==> config.mk <==
export PLATFORM = sky130hd
export DESIGN_NAME = fifo_dispatch_to_free_worker_top
export DESIGN_NICKNAME = d
export VERILOG_FILES = /design/src/design/fdw_pkg.sv /design/src/design/fifo_dispatch_to_free_worker_top.sv
export SDC_FILE = /design/constraint.sdc
export NUM_CORES = 1
export LEC_CHECK = 0
export ABC_AREA = 0
export BUFFER_PORTS_ARGS = -buffer_cell sky130_fd_sc_hd__buf_2
export CAP_MARGIN = 10
export CORE_MARGIN = 8
export CORE_UTILIZATION = 60
export CTS_BUF_LIST = sky130_fd_sc_hd__clkbuf_16
export DETAILED_ROUTE_END_ITERATION = 7
export HOLD_SLACK_MARGIN = 0.05
export MAX_ROUTING_LAYER = met4
export PLACE_DENSITY = 0.78
export SYNTH_ARGS = -nofsm -noshare
export SYNTH_HDL_FRONTEND = slang
export SYNTH_SLANG_ARGS = --single-unit
==> constraint.sdc <==
create_clock -name clk_i -period 4.55 [get_ports clk_i]
set_input_delay 0.91 -clock clk_i [delete_from_list [all_inputs] [get_ports clk_i]]
set_output_delay 0.91 -clock clk_i [all_outputs]
set_load 0.03 [all_outputs]
==> src/design/fdw_pkg.sv <==
// ----------------------------------------------------------------------------
// fdw_pkg
// Shared types and codes for the FIFO dispatcher.
// ----------------------------------------------------------------------------
package fdw_pkg;

  localparam int unsigned REQ_TYPE_W  = 2;
  localparam int unsigned REQ_ID_W    = 16;
  localparam int unsigned WORKER_ID_W = 5;
  localparam int unsigned STATUS_W    = 3;

  localparam logic [WORKER_ID_W-1:0] WORKER_COUNT_RST = 5'd16;

  localparam logic [REQ_TYPE_W-1:0] REQ_JOIN    = 2'd0;
  localparam logic [REQ_TYPE_W-1:0] REQ_SERVE   = 2'd1;
  localparam logic [REQ_TYPE_W-1:0] REQ_RELEASE = 2'd2;
  localparam logic [REQ_TYPE_W-1:0] REQ_NONE    = 2'd3;

  typedef enum logic [STATUS_W-1:0] {
    ST_JOINED       = 3'd0,
    ST_SERVED       = 3'd1,
    ST_EMPTY        = 3'd2,
    ST_NO_WORKER    = 3'd3,
    ST_RELEASED     = 3'd4,
    ST_ALREADY_FREE = 3'd5,
    ST_UNKNOWN      = 3'd6,
    ST_FULL         = 3'd7
  } status_e;

  typedef struct packed {
    logic [REQ_TYPE_W-1:0]  kind;
    logic [REQ_ID_W-1:0]    rid;
    logic [WORKER_ID_W-1:0] wid;
  } req_t;

endpackage

==> src/design/fifo_dispatch_to_free_worker_top.sv <==
// ----------------------------------------------------------------------------
// fifo_dispatch_to_free_worker_top
// Requester FIFO with dispatch to the lowest-numbered free worker.
// Request captured when idle (queue RAM read), result registered in update;
// a NONE request gives no result. No new request is taken until back in idle.
// A stalled result holds the update stage until the output is taken.
// Reset: queue empty, all workers free, worker count 16; RAM is not cleared.
// ----------------------------------------------------------------------------
module fifo_dispatch_to_free_worker_top #(
  parameter int unsigned QUEUE_DEPTH = 16,
  parameter int unsigned MAX_WORKERS = 16
) (
  input  logic                              clk_i,
  input  logic                              rst_ni,
  input  logic                              cfg_we_i,
  input  logic [fdw_pkg::WORKER_ID_W-1:0]   cfg_wdata_i,
  input  logic                              in_valid_i,
  output logic                              in_stall_o,
  input  logic [fdw_pkg::REQ_TYPE_W-1:0]    req_type_i,
  input  logic [fdw_pkg::REQ_ID_W-1:0]      requester_id_i,
  input  logic [fdw_pkg::WORKER_ID_W-1:0]   worker_id_in_i,
  output logic                              out_valid_o,
  input  logic                              out_stall_i,
  output logic [fdw_pkg::STATUS_W-1:0]      status_o,
  output logic [fdw_pkg::WORKER_ID_W-1:0]   worker_id_out_o,
  output logic [fdw_pkg::REQ_ID_W-1:0]      served_id_o
);
  import fdw_pkg::*;

  localparam int unsigned PTR_W  = (QUEUE_DEPTH > 1) ? $clog2(QUEUE_DEPTH) : 1;
  localparam int unsigned FILL_W = $clog2(QUEUE_DEPTH + 1);
  localparam int unsigned WSEL_W = (MAX_WORKERS > 1) ? $clog2(MAX_WORKERS) : 1;

  localparam logic [PTR_W-1:0]  PTR_LAST = PTR_W'(QUEUE_DEPTH - 1);
  localparam logic [FILL_W-1:0] FILL_MAX = FILL_W'(QUEUE_DEPTH);

  localparam logic S_IDLE = 1'b0;
  localparam logic S_EXEC = 1'b1;

  logic                   state_q, state_d;
  req_t                   req_q;
  logic [REQ_ID_W-1:0]    ids_mem [QUEUE_DEPTH];
  logic [REQ_ID_W-1:0]    rd_q;
  logic [PTR_W-1:0]       head_q, head_d, tail_q, tail_d;
  logic [FILL_W-1:0]      fill_q, fill_d;
  logic [MAX_WORKERS-1:0] busy_q, busy_d;
  logic [WORKER_ID_W-1:0] count_q;
  logic                   out_valid_q, out_valid_d;
  status_e                status_q, status_d;
  logic [WORKER_ID_W-1:0] wout_q, wout_d;
  logic [REQ_ID_W-1:0]    sid_q, sid_d;
  logic                   mem_we;
  logic                   in_accept, exec_go;
  logic [MAX_WORKERS-1:0] elig;

  assign in_stall_o = (state_q != S_IDLE);
  assign in_accept  = in_valid_i && (state_q == S_IDLE);
  assign exec_go    = (state_q == S_EXEC) && (!out_valid_q || !out_stall_i);

  assign out_valid_o     = out_valid_q;
  assign status_o        = status_q;
  assign worker_id_out_o = wout_q;
  assign served_id_o     = sid_q;

  // workers 1..min(count, MAX_WORKERS)
  always_comb begin
    for (int i = 0; i < MAX_WORKERS; i++) begin
      elig[i] = ({27'd0, count_q} > 32'(i));
    end
  end

  always_comb begin
    logic                   found;
    logic [WSEL_W-1:0]      idx;
    logic [MAX_WORKERS-1:0] free;
    logic                   rel_ok;
    logic [WSEL_W-1:0]      rel_idx;
    found    = 1'b0;
    idx      = '0;
    free     = ~busy_q & elig;
    rel_ok   = (req_q.wid != '0) && ({27'd0, req_q.wid} <= 32'(MAX_WORKERS)) &&
               (req_q.wid <= count_q);
    rel_idx  = WSEL_W'(32'(req_q.wid) - 32'd1);
    for (int i = MAX_WORKERS - 1; i >= 0; i--) begin
      if (free[i]) begin
        found = 1'b1;
        idx   = WSEL_W'(i);
      end
    end

    state_d     = state_q;
    head_d      = head_q;
    tail_d      = tail_q;
    fill_d      = fill_q;
    busy_d      = busy_q;
    mem_we      = 1'b0;
    out_valid_d = out_valid_q && out_stall_i;
    status_d    = status_q;
    wout_d      = wout_q;
    sid_d       = sid_q;

    if (in_accept) begin
      state_d = S_EXEC;
    end

    if (exec_go) begin
      state_d     = S_IDLE;
      out_valid_d = 1'b1;
      wout_d      = '0;
      sid_d       = '0;
      unique case (req_q.kind)
        REQ_JOIN: begin
          if (fill_q == FILL_MAX) begin
            status_d = ST_FULL;
          end else begin
            mem_we   = 1'b1;
            tail_d   = (tail_q == PTR_LAST) ? '0 : tail_q + 1'b1;
            fill_d   = fill_q + 1'b1;
            status_d = ST_JOINED;
          end
        end
        REQ_SERVE: begin
          if (fill_q == '0) begin
            status_d = ST_EMPTY;
          end else if (!found) begin
            status_d = ST_NO_WORKER;
          end else begin
            busy_d[idx] = 1'b1;
            head_d      = (head_q == PTR_LAST) ? '0 : head_q + 1'b1;
            fill_d      = fill_q - 1'b1;
            sid_d       = rd_q;
            wout_d      = WORKER_ID_W'(32'(idx) + 32'd1);
            status_d    = ST_SERVED;
          end
        end
        REQ_RELEASE: begin
          if (!rel_ok) begin
            status_d = ST_UNKNOWN;
          end else begin
            wout_d = req_q.wid;
            if (busy_q[rel_idx]) begin
              busy_d[rel_idx] = 1'b0;
              status_d        = ST_RELEASED;
            end else begin
              status_d = ST_ALREADY_FREE;
            end
          end
        end
        default: begin
          out_valid_d = out_valid_q && out_stall_i;
        end
      endcase
    end
  end

  always_ff @(posedge clk_i or negedge rst_ni) begin
    if (!rst_ni) begin
      state_q     <= S_IDLE;
      head_q      <= '0;
      tail_q      <= '0;
      fill_q      <= '0;
      busy_q      <= '0;
      count_q     <= WORKER_COUNT_RST;
      out_valid_q <= 1'b0;
    end else begin
      state_q     <= state_d;
      head_q      <= head_d;
      tail_q      <= tail_d;
      fill_q      <= fill_d;
      busy_q      <= busy_d;
      out_valid_q <= out_valid_d;
      if (cfg_we_i) begin
        count_q <= cfg_wdata_i;
      end
    end
  end

  always_ff @(posedge clk_i) begin
    if (in_accept) begin
      req_q.kind <= req_type_i;
      req_q.rid  <= requester_id_i;
      req_q.wid  <= worker_id_in_i;
    end
    status_q <= status_d;
    wout_q   <= wout_d;
    sid_q    <= sid_d;
  end

  // queue RAM: head read on accept, tail write in the update cycle
  always_ff @(posedge clk_i) begin
    if (in_accept) begin
      rd_q <= ids_mem[head_q];
    end
    if (mem_we) begin
      ids_mem[tail_q] <= req_q.rid;
    end
  end

  a_fill_bound: assert property (@(posedge clk_i) disable iff (!rst_ni)
    fill_q <= FILL_MAX)
    else $error("fill count beyond queue depth");

  a_ptr_gap: assert property (@(posedge clk_i) disable iff (!rst_ni)
    (fill_q != '0 && fill_q != FILL_MAX) |-> (head_q != tail_q))
    else $error("pointers meet with partial fill");

  a_out_from_exec: assert property (@(posedge clk_i) disable iff (!rst_ni)
    $rose(out_valid_q) |-> $past(state_q == S_EXEC))
    else $error("result raised outside update cycle");

  a_served_worker: assert property (@(posedge clk_i) disable iff (!rst_ni)
    (out_valid_q && status_q == ST_SERVED) |-> (wout_q != '0))
    else $error("serve without worker");

endmodule
==> impl_metrics.yaml <==
status:
  outcome: "finished clean"
critical_path:
  crit_fanout: 14
  end_kind: "flip-flop"
  worst_ep_arrival_time_ns: 3.96
  worstSetupPathType: "reg -> reg"
  crit_required_ns: 4.96
  start_kind: "flip-flop"
layout:
  diodes: 0
  area_growth_pct: 12.6
  nFillCells: 1593
  drive_above_1_share_pct: 21.0
  nets: 1033
logic_synthesis:
  synth_top_area_share_pct: 64.7
  synthCells: 901
  netlist_area_sq_um: 14800
  synth_cell_type_count: 70
  ys_seq_elements: 355
  synth_nets: 960
  synth_edf_count: 319
  ys_top_cells_by_area: "edfxtp_1 (65%), dfrtp_1 (5.9%), mux4_2 (5.6%)"
  async_reset_ff_share_pct: 10.1
  synth_seq_area_share_pct: 70.8
  synth_top_area_cell: "edfxtp_1"
  ys_warn_count: 0
  synth_ff_type: "edfxtp_1"
  syn_avg_cell_area_sq_um: 16.4
power:
  peakVddDrop_mv: 0.397
  p_sw_mw: 3.21
  comb_power_share_pct: 26.4
  p_leak_nw: 5.87
  seq_power_share_pct: 44.8
  netSwitchingFraction_pct: 32.2
  clkPwrFrac_pct: 28.8
  p_int_mw: 6.77
  p_per_area_nw_per_um2: 599
sta:
  drv_slew: 0
  final_hold_viol_count: 0
  fmax_mhz: 281
  finalCritPeriodShare_pct: 78.2
  setup_violations: 0
  hold_slack_ns: 0.506
  grt_setup_unrepaired: "false"
  period_needed_ns: 3.56
  fin_skew_ns: 0.0182
  relSlewSlack_pct: 31.8
  worstMarginPinSlew_ns: 1.02
  fin_setup_tns_ns: 0
clock_network:
  numClockSinks: 355
  cts_tree: "done"
  htreeDepth: 2
  postCtsSetupRepairBufs: 0
  clock_latency_ns: 0.53
  cts.clk_slew.worst_paths_ns: 0.06
  clock_path_buffers: 3
  holdBufCountCts: 0
  ctsResizeCount: 0
  clockRootBuffer: "clkbuf_16"
  numCtsBuffers: 37
detailed_routing:
  drt-wirelength-per-cell_um: 23.3
  dr.pass1.iters: 7
  viasPerCell: 6.32
  ant_nets: 0
  vias: 8375
  drt_drc_violations_left: 0
  totalWireLength_um: 30900
  drtIter0Drc: 841
global_routing:
  grt_pass1_vias: 8549
  grt_usage_pct: 21.2
  grt-ovfl-total: 0
  grt_pass1_wl_um: 48600
  grt_max_degree: 40
  antenna_found_initial: 0
floorplan:
  ios: 59
  die_h_um: 173
  die_w_um: 173
  core_sq_um: 24200
  dieArea_sq_um: 29900
  start_util_pct: 61.0
  rows: 57
placed_design:
  globalplace.congestion: 0.917
  dpl.hpwl_um: 20100
  port-buffer-count: 58
min_path:
  hp-class: "in -> async"
run:
  max_cap_viol_count: 0
-- routing by layer --
| layer | GRT usage, % | share of wire (%) |
|---|---|---|
| met2 | 32.9 | 48 |
| met1 | 27.9 | 41 |
| met4 | 6.68 | 2.5 |
| met3 | 4.53 | 8.2 |
| met5 | - | 0 |
-- layout by cell type (no fill, tap or decap), drive strengths merged, types with 3 or more instances in the layout --
master	n
a211oi	4
a21o	6
a21oi	38
a221oi	16
a22o	8
a22oi	16
a311oi	4
a31oi	7
a41oi	6
and2	28
and3	6
buf	75
bufinv	3
clkbuf	37
clkinv	17
dfrtp	35
edfxtp	319
ha	25
inv	36
mux2	15
mux2i	50
mux4	37
nand2	45
nand2b	3
nand3	7
nand4	8
nor2	19
nor2b	8
nor3	13
nor4	5
o21ai	53
o31ai	3
o32ai	3
or3	6
xnor2	8
xor2	5
-- path summary, 6_finish.rpt --
check | startpoint | endpoint | slack (ns) | cells after the start
setup / recovery | req_q[0] | busy_q[3] | 0.99 | 8
hold / removal | rst_ni | head_q[0] | 0.51 | 1
setup reg to reg | req_q[0] | busy_q[3] | 0.99 | 8
hold reg to reg | rd_q[7] | served_id_o[7] | 0.52 | 1
max in group asynchronous | rst_ni | head_q[0] | 3.40 | 1
min in group clk_i | rd_q[7] | served_id_o[7] | 0.52 | 1
-- logic make-up after synthesis --
kind of cell | synth area share [%]
flops | 70.8
xor+xnor | 0.820
mux | 10.2
compound gates | 8.36
simple gates | 5.69
buf+inv | 1.90
fa+ha+maj | 2.25
-- worst max-delay path, stage by stage, from the launching register on --
cell and delay [ns]:
edfxtp_1 0.67, inv_1 0.19, ha_1 0.34, xnor2_1 0.50, mux4_2 0.35, nand4b_1 0.12, a211oi_2 0.81, nand4b_1 0.18
a32o_2 0.27
-- metrics by stage --
step           util (%)  cell area, sq um  setup slack (ns)  power (mW)  std cells
2_1_floorplan         -             14800             0.792        6.28        901
3_3_place_gp       63.9             15500              1.24        7.07       1259
3_5_place_dp       63.9             15500              1.09        7.14       1259
4_1_cts            68.7             16700              1.05        10.0       1326
5_1_grt            68.7             16700             0.762        10.4       1326
6_report           68.7             16700             0.994        9.98       1326
-- final cells by class --
| cell class | instances | area, sq um | share of cell area (%) |
|---|---|---|---|
| Clock buffer | 37 | 926 | 5.56 |
| Clock inverter | 30 | 241 | 1.45 |
| Inverter | 27 | 101 | 0.608 |
| Multi-Input combinational cell | 478 | 4080 | 24.5 |
| Sequential cell | 355 | 10500 | 62.9 |
| Tap cell | 324 | 405 | 2.43 |
| Timing Repair Buffer | 75 | 430 | 2.58 |
-- power groups by stage --
stage | Sequential, mW | Combinational [mW] | Clock, mW
floorplan | 4.50 | 1.77 | 0
global placement | 4.51 | 2.55 | 0
detailed placement | 4.53 | 2.61 | 0
CTS | 4.47 | 2.63 | 2.93
global route | 4.53 | 2.85 | 3.05
finish | 4.47 | 2.63 | 2.88
-- sequential cells by signal, summed over array words and instances, names as in the netlist --
name / count
req_q: 23
tail_q: 4
worker_id_out_o: 5
busy_q: 16
fill_q: 5
ids_mem: 256
count_q: 5
in_stall_o: 1
served_id_o: 16
rd_q: 16
head_q: 4
out_valid_o: 1
status_o: 3
-- synthesized netlist by cell type, types with 4 or more instances --
cell type and instances:
nor3_1 10, dfrtp_1 35, and3_1 5, mux4_2 37, mux2_2 15, inv_1 27, o21ai_0 51, a22oi_1 16
a22o_1 8, ha_1 25, and2_1 28, nand2_1 45, nand3_1 7, a21o_1 5, xnor2_1 8, mux2i_1 50
buf_1 5, buf_2 9, nand4_1 8, xor2_1 4, clkbuf_1 25, nor2_1 19, a21oi_1 38, nor2b_1 8
edfxtp_1 319, a311oi_1 4, or3_1 5, a41oi_1 4, a221oi_1 16, a31oi_1 7
Power figures use the tool's default switching activity.
